`src/rtl/psuct_pkg.sv`:
```
`timescale 1ns / 1ps
// Shared types, codes and constants for the rectifier telemetry/setpoint engine.
// No dependencies; imported by psu_can_telemetry_and_setpoint.
package psuct_pkg;

  localparam int DEF_SETPOINT_SLOTS = 4;
  localparam int DEF_TABLE_ENTRIES  = 12;
  localparam int DEF_READABLE       = 10;

  localparam logic [28:0] TELEMETRY_ID  = 29'h1081407F;
  localparam logic [28:0] SETVALUE_ID   = 29'h108180FE;
  localparam logic [28:0] REQUEST_ID    = 29'h108040FE;
  localparam int          EXT_FLAG_BIT  = 31;
  localparam logic [3:0]  FRAME_LEN_FULL = 4'd8;
  localparam logic [15:0] INTERVAL_RESET = 16'd250;
  localparam logic [7:0]  SETVALUE_CMD   = 8'h01;

  localparam logic [7:0] CODE_GRP0_LO = 8'h70;
  localparam logic [7:0] CODE_GRP0_HI = 8'h76;
  localparam logic [7:0] CODE_SLOT7   = 8'h78;
  localparam logic [7:0] CODE_SLOT8   = 8'h7F;
  localparam logic [7:0] CODE_GRP1_LO = 8'h80;
  localparam logic [7:0] CODE_GRP1_HI = 8'h82;
  localparam logic [7:0] CODE_COMPLETE = 8'h81;
  localparam logic [3:0] SLOT7        = 4'd7;
  localparam logic [3:0] SLOT8        = 4'd8;
  localparam logic [3:0] GRP1_BASE    = 4'd9;

  localparam logic [1:0] REQ_FRAME = 2'd0;
  localparam logic [1:0] REQ_WRITE = 2'd1;
  localparam logic [1:0] REQ_READ  = 2'd2;
  localparam logic [1:0] REQ_TICK  = 2'd3;

  localparam logic [1:0] KIND_STATUS   = 2'd0;
  localparam logic [1:0] KIND_SETVALUE = 2'd1;
  localparam logic [1:0] KIND_REQUEST  = 2'd2;
  localparam logic [1:0] KIND_READ     = 2'd3;

  typedef enum logic [2:0] {
    ST_IDLE,
    ST_EXEC,
    ST_SCAN,
    ST_REQ,
    ST_FLUSH
  } state_t;

  typedef struct packed {
    logic [1:0]  req_type;
    logic [31:0] frame_id;
    logic [3:0]  frame_len;
    logic [63:0] frame_data;
    logic [3:0]  param_index;
    logic [15:0] param_value;
    logic        clear_complete;
    logic        clear_errors;
    logic        tx_ok;
  } in_beat_t;

  typedef struct packed {
    logic [1:0]  out_kind;
    logic [28:0] tx_id;
    logic [63:0] tx_data;
    logic [31:0] read_value;
    logic        complete_flag;
    logic        error_rx;
    logic        error_tx;
    logic        last;
  } out_beat_t;

  typedef struct packed {
    logic       hit;
    logic [3:0] slot;
  } slot_map_t;

  function automatic slot_map_t map_code(logic [7:0] code);
    slot_map_t m;
    m.hit  = 1'b1;
    m.slot = '0;
    case (code) inside
      [CODE_GRP0_LO:CODE_GRP0_HI]: m.slot = 4'(code - CODE_GRP0_LO);
      CODE_SLOT7:                  m.slot = SLOT7;
      CODE_SLOT8:                  m.slot = SLOT8;
      [CODE_GRP1_LO:CODE_GRP1_HI]: m.slot = 4'(code - CODE_GRP1_LO) + GRP1_BASE;
      default:                     m.hit  = 1'b0;
    endcase
    return m;
  endfunction

  function automatic out_beat_t mk_beat(logic [1:0] kind, logic [28:0] id,
                                        logic [63:0] data, logic [31:0] rv,
                                        logic comp, logic erx, logic etx,
                                        logic lst);
    out_beat_t b;
    b.out_kind      = kind;
    b.tx_id         = id;
    b.tx_data       = data;
    b.read_value    = rv;
    b.complete_flag = comp;
    b.error_rx      = erx;
    b.error_tx      = etx;
    b.last          = lst;
    return b;
  endfunction

endpackage

```
`src/rtl/psu_can_telemetry_and_setpoint.sv`:
```
`timescale 1ns / 1ps
// Rectifier CAN telemetry decode, setpoint queue and periodic request engine.
// Depends on psuct_pkg (beat structs, codes, state enum, slot map).
//
//   channel | signals                  | handshake
//   --------+--------------------------+-------------------------------------
//   input   | in_beat                  | accepted when start && !busy
//   result  | out_beat                 | out_strobe, one cycle, no stall
//   config  | cfg_wdata (interval)     | written when cfg_we
//
// Frame, write and read beats are captured, then executed and emitted.
// A tick is captured and executed, then the slot walker visits each setpoint
// slot in turn, then the request countdown is stepped and finally the held
// result is flushed. Tick results leave through a one-deep hold register.
// Synchronous reset clears the table, pending bits, flags and countdown.
// The receiver cannot stall; results are lost if not taken on the strobe.
module psu_can_telemetry_and_setpoint #(
  parameter int NUM_SETPOINT_SLOTS = psuct_pkg::DEF_SETPOINT_SLOTS,
  parameter int NUM_TABLE_ENTRIES  = psuct_pkg::DEF_TABLE_ENTRIES,
  parameter int READABLE_ENTRIES   = psuct_pkg::DEF_READABLE
) (
  input  logic                 clk,
  input  logic                 rst_n,
  input  logic                 start,
  output logic                 busy,
  input  psuct_pkg::in_beat_t  in_beat,
  output logic                 out_strobe,
  output psuct_pkg::out_beat_t out_beat,
  input  logic                 cfg_we,
  input  logic [15:0]          cfg_wdata
);
  import psuct_pkg::*;

  localparam int SW = (NUM_SETPOINT_SLOTS > 1) ? $clog2(NUM_SETPOINT_SLOTS) : 1;
  localparam int TW = $clog2(NUM_TABLE_ENTRIES);

  state_t      state_r, state_nxt;
  in_beat_t    in_r, in_nxt;
  logic [SW-1:0] slot_r, slot_nxt;
  logic [15:0] interval_r;
  logic [15:0] countdown_r, countdown_nxt;
  logic        comp_r, comp_nxt;
  logic        err_rx_r, err_rx_nxt;
  logic        err_tx_r, err_tx_nxt;
  logic [31:0] value_tab_r [NUM_TABLE_ENTRIES];
  logic [15:0] sp_value_r [NUM_SETPOINT_SLOTS];
  logic [NUM_SETPOINT_SLOTS-1:0] sp_pend_r, sp_pend_nxt;
  logic        hold_vld_r, hold_vld_nxt;
  out_beat_t   hold_r, hold_nxt;
  logic        out_strobe_r, out_strobe_nxt;
  out_beat_t   out_r, out_nxt;

  logic          tab_we;
  logic [TW-1:0] tab_wa;
  logic          sp_we;
  slot_map_t     map;
  logic          frame_hit;
  logic          read_ok;
  logic          write_ok;
  logic [31:0]   rd_value;
  out_beat_t     gen;
  logic          gen_vld;

  assign busy       = (state_r != ST_IDLE);
  assign out_strobe = out_strobe_r;
  assign out_beat   = out_r;

  assign map       = map_code(in_r.frame_data[55:48]);
  assign frame_hit = in_r.frame_id[EXT_FLAG_BIT] && (in_r.frame_id[28:0] == TELEMETRY_ID) &&
                     (in_r.frame_len == FRAME_LEN_FULL);
  assign tab_wa    = map.slot[TW-1:0];
  assign read_ok   = ({1'b0, in_r.param_index} < 5'(READABLE_ENTRIES)) &&
                     ({1'b0, in_r.param_index} < 5'(NUM_TABLE_ENTRIES));
  assign write_ok  = ({1'b0, in_r.param_index} < 5'(NUM_SETPOINT_SLOTS));
  assign rd_value  = read_ok ? value_tab_r[in_r.param_index[TW-1:0]] : 32'h0;

  // next state
  always_comb begin
    state_nxt = state_r;
    case (state_r)
      ST_IDLE:  if (start) state_nxt = ST_EXEC;
      ST_EXEC:  state_nxt = (in_r.req_type == REQ_TICK) ? ST_SCAN : ST_IDLE;
      ST_SCAN:  if (slot_r == SW'(NUM_SETPOINT_SLOTS - 1)) state_nxt = ST_REQ;
      ST_REQ:   state_nxt = ST_FLUSH;
      ST_FLUSH: state_nxt = ST_IDLE;
      default:  state_nxt = ST_IDLE;
    endcase
  end

  // datapath and outputs
  always_comb begin
    in_nxt         = in_r;
    slot_nxt       = slot_r;
    countdown_nxt  = countdown_r;
    comp_nxt       = comp_r;
    err_rx_nxt     = err_rx_r;
    err_tx_nxt     = err_tx_r;
    sp_pend_nxt    = sp_pend_r;
    hold_vld_nxt   = hold_vld_r;
    hold_nxt       = hold_r;
    out_strobe_nxt = 1'b0;
    out_nxt        = out_r;
    tab_we         = 1'b0;
    sp_we          = 1'b0;
    gen_vld        = 1'b0;
    gen            = hold_r;
    case (state_r)
      ST_IDLE: begin
        if (start) begin
          in_nxt       = in_beat;
          slot_nxt     = '0;
          hold_vld_nxt = 1'b0;
        end
      end
      ST_EXEC: begin
        case (in_r.req_type)
          REQ_FRAME: begin
            if (frame_hit) begin
              tab_we = map.hit && ({1'b0, map.slot} < 5'(NUM_TABLE_ENTRIES));
              if (in_r.frame_data[55:48] == CODE_COMPLETE) comp_nxt = 1'b1;
            end
            out_strobe_nxt = 1'b1;
            out_nxt = mk_beat(KIND_STATUS, '0, '0, '0, comp_nxt, err_rx_r, err_tx_r, 1'b1);
          end
          REQ_WRITE: begin
            if (write_ok) begin
              sp_we = 1'b1;
              sp_pend_nxt[in_r.param_index[SW-1:0]] = 1'b1;
            end
            out_strobe_nxt = 1'b1;
            out_nxt = mk_beat(KIND_STATUS, '0, '0, '0, comp_r, err_rx_r, err_tx_r, 1'b1);
          end
          REQ_READ: begin
            out_strobe_nxt = 1'b1;
            out_nxt = mk_beat(KIND_READ, '0, '0, rd_value, comp_r, err_rx_r, err_tx_r, 1'b1);
            if (in_r.clear_complete) comp_nxt = 1'b0;
            if (in_r.clear_errors) begin
              err_rx_nxt = 1'b0;
              err_tx_nxt = 1'b0;
            end
          end
          default: ;
        endcase
      end
      ST_SCAN: begin
        if (sp_pend_r[slot_r]) begin
          if (in_r.tx_ok) begin
            sp_pend_nxt[slot_r] = 1'b0;
            gen_vld = 1'b1;
            gen = mk_beat(KIND_SETVALUE, SETVALUE_ID,
                          {SETVALUE_CMD, 8'(slot_r), 32'h0, sp_value_r[slot_r]},
                          '0, comp_r, err_rx_r, err_tx_r, 1'b0);
          end else begin
            err_tx_nxt = 1'b1;
          end
        end
        slot_nxt = slot_r + SW'(1);
      end
      ST_REQ: begin
        if (countdown_r == 16'h0) begin
          if (in_r.tx_ok) begin
            gen_vld = 1'b1;
            gen = mk_beat(KIND_REQUEST, REQUEST_ID, '0, '0, comp_r, err_rx_r, err_tx_r, 1'b0);
          end else begin
            err_rx_nxt = 1'b1;
          end
          countdown_nxt = interval_r;
        end else begin
          countdown_nxt = countdown_r - 16'd1;
        end
      end
      ST_FLUSH: begin
        out_strobe_nxt = 1'b1;
        hold_vld_nxt   = 1'b0;
        if (hold_vld_r) begin
          out_nxt      = hold_r;
          out_nxt.last = 1'b1;
        end else begin
          out_nxt = mk_beat(KIND_STATUS, '0, '0, '0, comp_r, err_rx_r, err_tx_r, 1'b1);
        end
      end
      default: ;
    endcase
    // a new frame pushes the held one out, not yet last
    if (gen_vld) begin
      out_strobe_nxt = hold_vld_r;
      out_nxt        = hold_r;
      hold_nxt       = gen;
      hold_vld_nxt   = 1'b1;
    end
  end

  always_ff @(posedge clk) begin
    if (!rst_n) begin
      state_r      <= ST_IDLE;
      slot_r       <= '0;
      interval_r   <= INTERVAL_RESET;
      countdown_r  <= '0;
      comp_r       <= 1'b0;
      err_rx_r     <= 1'b0;
      err_tx_r     <= 1'b0;
      sp_pend_r    <= '0;
      hold_vld_r   <= 1'b0;
      out_strobe_r <= 1'b0;
      for (int i = 0; i < NUM_TABLE_ENTRIES; i++) begin
        value_tab_r[i] <= '0;
      end
    end else begin
      state_r      <= state_nxt;
      slot_r       <= slot_nxt;
      countdown_r  <= countdown_nxt;
      comp_r       <= comp_nxt;
      err_rx_r     <= err_rx_nxt;
      err_tx_r     <= err_tx_nxt;
      sp_pend_r    <= sp_pend_nxt;
      hold_vld_r   <= hold_vld_nxt;
      out_strobe_r <= out_strobe_nxt;
      if (cfg_we) interval_r <= cfg_wdata;
      if (tab_we) value_tab_r[tab_wa] <= in_r.frame_data[31:0];
    end
  end

  always_ff @(posedge clk) begin
    in_r   <= in_nxt;
    hold_r <= hold_nxt;
    out_r  <= out_nxt;
    if (sp_we) sp_value_r[in_r.param_index[SW-1:0]] <= in_r.param_value;
  end

`ifndef ASSERT_OFF
  a_last_ends_item: assert property (@(posedge clk) disable iff (!rst_n)
    (out_strobe && out_beat.last) |-> (state_r == ST_IDLE))
    else $error("last beat while item still in flight");

  a_nonlast_busy: assert property (@(posedge clk) disable iff (!rst_n)
    (out_strobe && !out_beat.last) |-> busy)
    else $error("non-final beat after item finished");

  a_start_busy: assert property (@(posedge clk) disable iff (!rst_n)
    (start && !busy) |=> busy)
    else $error("accepted item did not raise busy");

  a_hold_only_tick: assert property (@(posedge clk) disable iff (!rst_n)
    hold_vld_r |-> (busy && in_r.req_type == REQ_TICK && in_r.tx_ok))
    else $error("held frame outside a tick with bus ok");
`endif

endmodule

```
`config.mk`:
```
export PLATFORM = sky130hd
export DESIGN_NAME = psu_can_telemetry_and_setpoint
export DESIGN_NICKNAME = d
export VERILOG_FILES = /design/src/rtl/psuct_pkg.sv /design/src/rtl/psu_can_telemetry_and_setpoint.sv
export SDC_FILE = /design/constraint.sdc
export NUM_CORES = 1
export LEC_CHECK = 0
export BUFFER_PORTS_ARGS = -buffer_cell sky130_fd_sc_hd__buf_2
export CAP_MARGIN = 20
export CORE_MARGIN = 1.5
export CORE_UTILIZATION = 57
export DETAILED_ROUTE_END_ITERATION = 12
export GPL_TIMING_DRIVEN = 0
export PLACE_DENSITY_LB_ADDON = 0.2
export SYNTH_ARGS = -nofsm -noshare
export SYNTH_HDL_FRONTEND = slang
export SYNTH_SLANG_ARGS = --single-unit
```
`constraint.sdc`:
```
create_clock -name clk -period 7 [get_ports clk]
set_input_delay 0.7 -clock clk [delete_from_list [all_inputs] [get_ports clk]]
set_output_delay 0.7 -clock clk [all_outputs]
set_load 0.01 [all_outputs]
```
==> results.md <==
* CP Data Arrival Time at 3970 ps
* Fin crit share at 52.2%
* Final HPWL DP at 51,400 um
* Fillers at 3,992
* Setup Viol. Count Final at 0
* GP Congestion at 0.846
* H-tree lvl count at 3
* Post-DR wirelength/cell at 23.0 um
* Leakage at 15.5 nW
* Worst-path maximum fanout at 18
* Final Hold Viols at 0
* Fin crit period at 3650 ps
* Hold depth at 1
* Fin Clk Skew at 23.3 ps
* Vias in the first global route at 19,600
* Post-layout util at 67.5%
* Mapped Avg Cell Area at 17.0 um^2
* CORE AREA at 0.0588 mm^2
* Min-delay worst type: in -> reg
* Dominant cell type by area after synthesis: edfxtp_1
* Total gr overflow at 0
* Number of buffers created by CTS at 82
* Syn-to-layout area delta at 17.3%
* Sink Count at 809
* R2R Path Start: in_r[78]
* Routed via count at 19,200
* Actual transition at the worst max-transition pin at 1040 ps
* Synth top area cells: edfxtp_1, mux4_2, and3_1
* R2R Setup Slk at 3350 ps
* Later-pin clock latency in the skew report at 630 ps
* VDD IR max at 208 uV
* RSZ-0062 raised after global routing: no
* Die area at 0.0608 mm^2
* I/O pins at 278
* Slew Limit Fails at 0
* First-pass GRT wire length at 115,000 um
* Initial Util at 57.6%
* Clock buffer depth at 3
* Hold Crit Start: in_beat[122]
* Die Span X at 247 um
* Resized Gates After CTS at 0
* Flip-flop and latch count after synthesis at 809
* Synth Warn # at 0
* Fmax at 274 MHz
* Rows at 89
* Seq. cell area at 0.0238 mm^2
* CP Capture Type: flop
* Worst slew margin at 30.8%
* Highest-count cells in the layout ignoring fill and taps: edfxtp_1, and3_1, buf_2
* RR Endpoint: value_tab_r[6][14]
* Synthesized area at 0.0338 mm^2
* Worst endpoint required time at 7320 ps
* WHS at 245 ps
* Top-area cell type share of the netlist area at 67.2%
* Max-cap viol count at 0
* Initial antenna violation count at 8
* Worst Hold End: in_r[122]
* Vias per inst at 5.78
* Startpoint Class: flop
* IO buf count at 188
* Remaining DRCs at 0
* Crit Path Class: reg -> reg
* DRT Pass-1 Iters at 5
* Outcome: completed
* Global-route usage over all layers at 25.7%
* Hold buffers post-CTS at 0
* Sequential area share after synthesis at 70.2%
* Mapped Cells at 1,986
* Layout cells sized above 1 at 25.2%
* Reg clk slew, reported paths at 60 ps
* Fin nets at 2,639
* DRT iter0 DRCs at 1,715
* Number of enable flip-flop cells after synthesis at 757
* Pwr dens at 269 mW/mm^2
* Synth async-reset ratio at 0%
* Post-CTS Setup Bufs at 0
* Post-Route WL at 76,400 um
* Distinct cells, synth at 66
* Commonest non-fill, non-tap cell in the layout: edfxtp_1
* CTS root buf: clkbuf_16
* CTS tree: built
* Post-DRT Antenna Nets at 0
* R2R cell count at 7
* Die Ht at 247 um
* Largest net degree at the start of global routing at 65
* Multi-input logic area at 0.00963 mm^2
* Main synth FF type: edfxtp_1
worst max path at each step:
stage,start,to,slack [ps]
2_1_floorplan,in_r[116],value_tab_r[7][0],1500
3_3_place_gp,in_r[101],value_tab_r[7][17],-1900
3_5_place_dp,in_r[101],value_tab_r[6][16],3400
4_1_cts,in_r[101],value_tab_r[6][12],3380
5_1_grt,in_r[78],value_tab_r[6][12],3180
6_report,in_r[78],value_tab_r[6][14],3350
synth_stat cells (4+ instances only):
cell type / number
o41ai_1: 4
mux4_2: 177
dfxtp_1: 52
and2_1: 181
buf_1: 12
nor2b_1: 54
clkbuf_1: 118
nor4_1: 11
nor2_1: 37
nor4bb_1: 5
o21a_1: 7
nand3_1: 11
a21oi_1: 25
buf_2: 18
nand4_1: 5
nand2b_1: 6
clkbuf_2: 6
ha_1: 15
edfxtp_1: 757
o221a_2: 4
mux2i_1: 18
buf_4: 74
nand2_1: 35
nor3_1: 16
and3_1: 229
nor3b_1: 5
o21ai_0: 19
inv_1: 21
mux2_2: 6
state kept, by name, indices dropped and copies added (netlist names), 4 cells and up, named ones only:
| name | count |
|---|---|
| value_tab_r | 512 |
| in_r | 99 |
| sp_value_r | 64 |
| out_beat | 59 |
| hold_r | 23 |
| countdown_r | 16 |
| interval_r | 16 |
| sp_pend_r | 4 |
metrics by stage:
step                area, um^2  worst slack [ps]  power (W)  setup TNS [ps]  cells
detailed placement       37100              3400    0.00650               0   3166
finish                   39700              3350     0.0107               0   3322
global route             39700              3180     0.0110               0   3320
CTS                      39700              3380     0.0107               0   3314
global placement         36500             -1900    0.00645         -198800   3136
floorplan                34600              1500    0.00619               0   2175
kinds of logic (layout without fill, tap and decap cells):
kind of cell	after synthesis	after routing	synth area share, %
DFF	809	809	70.2
and+or+nand+nor	614	614	11.0
buffers and inverters	250	618	3.68
muxes	201	201	12.5
AOI/OAI and AO/OA	96	96	1.96
adders and majority gates	15	15	0.555
other	1	196	0.0111
power by group:
group	switching (W)	internal [W]
Clock	0.00178	0.00251
Combinational	0.000450	0.000384
Sequential	0.0000825	0.00549
worst max-delay path: stages, from the launching register on:
cell,delay (ps)
edfxtp_1,430
nand4b_1,230
nor2_1,400
a32oi_1,350
nor2_1,560
clkbuf_1,530
a21o_2,580
buf_16,240
per-layer routing:
| layer | vias to the layer above | GRT usage [%] | wire, um |
|---|---|---|---|
| li1 | 8455 | - | - |
| met2 | 934 | 42.0 | 37700 |
| met5 | - | 0 | 7 |
| met3 | 151 | 5.07 | 6820 |
| met1 | 9667 | 34.4 | 29500 |
| met4 | 2 | 9.76 | 2400 |
area by class of cell:
cell class	instances	area share [%]
multi-input combinational	1116	24.3
buffer	228	2.94
clock buffer	103	5.53
tap	773	2.44
timing repair buffer	220	3.69
inverter	22	0.208
sequential	809	59.9
clock inverter	45	1.05
antenna	6	0.0378
Power figures use the tool's default switching activity.
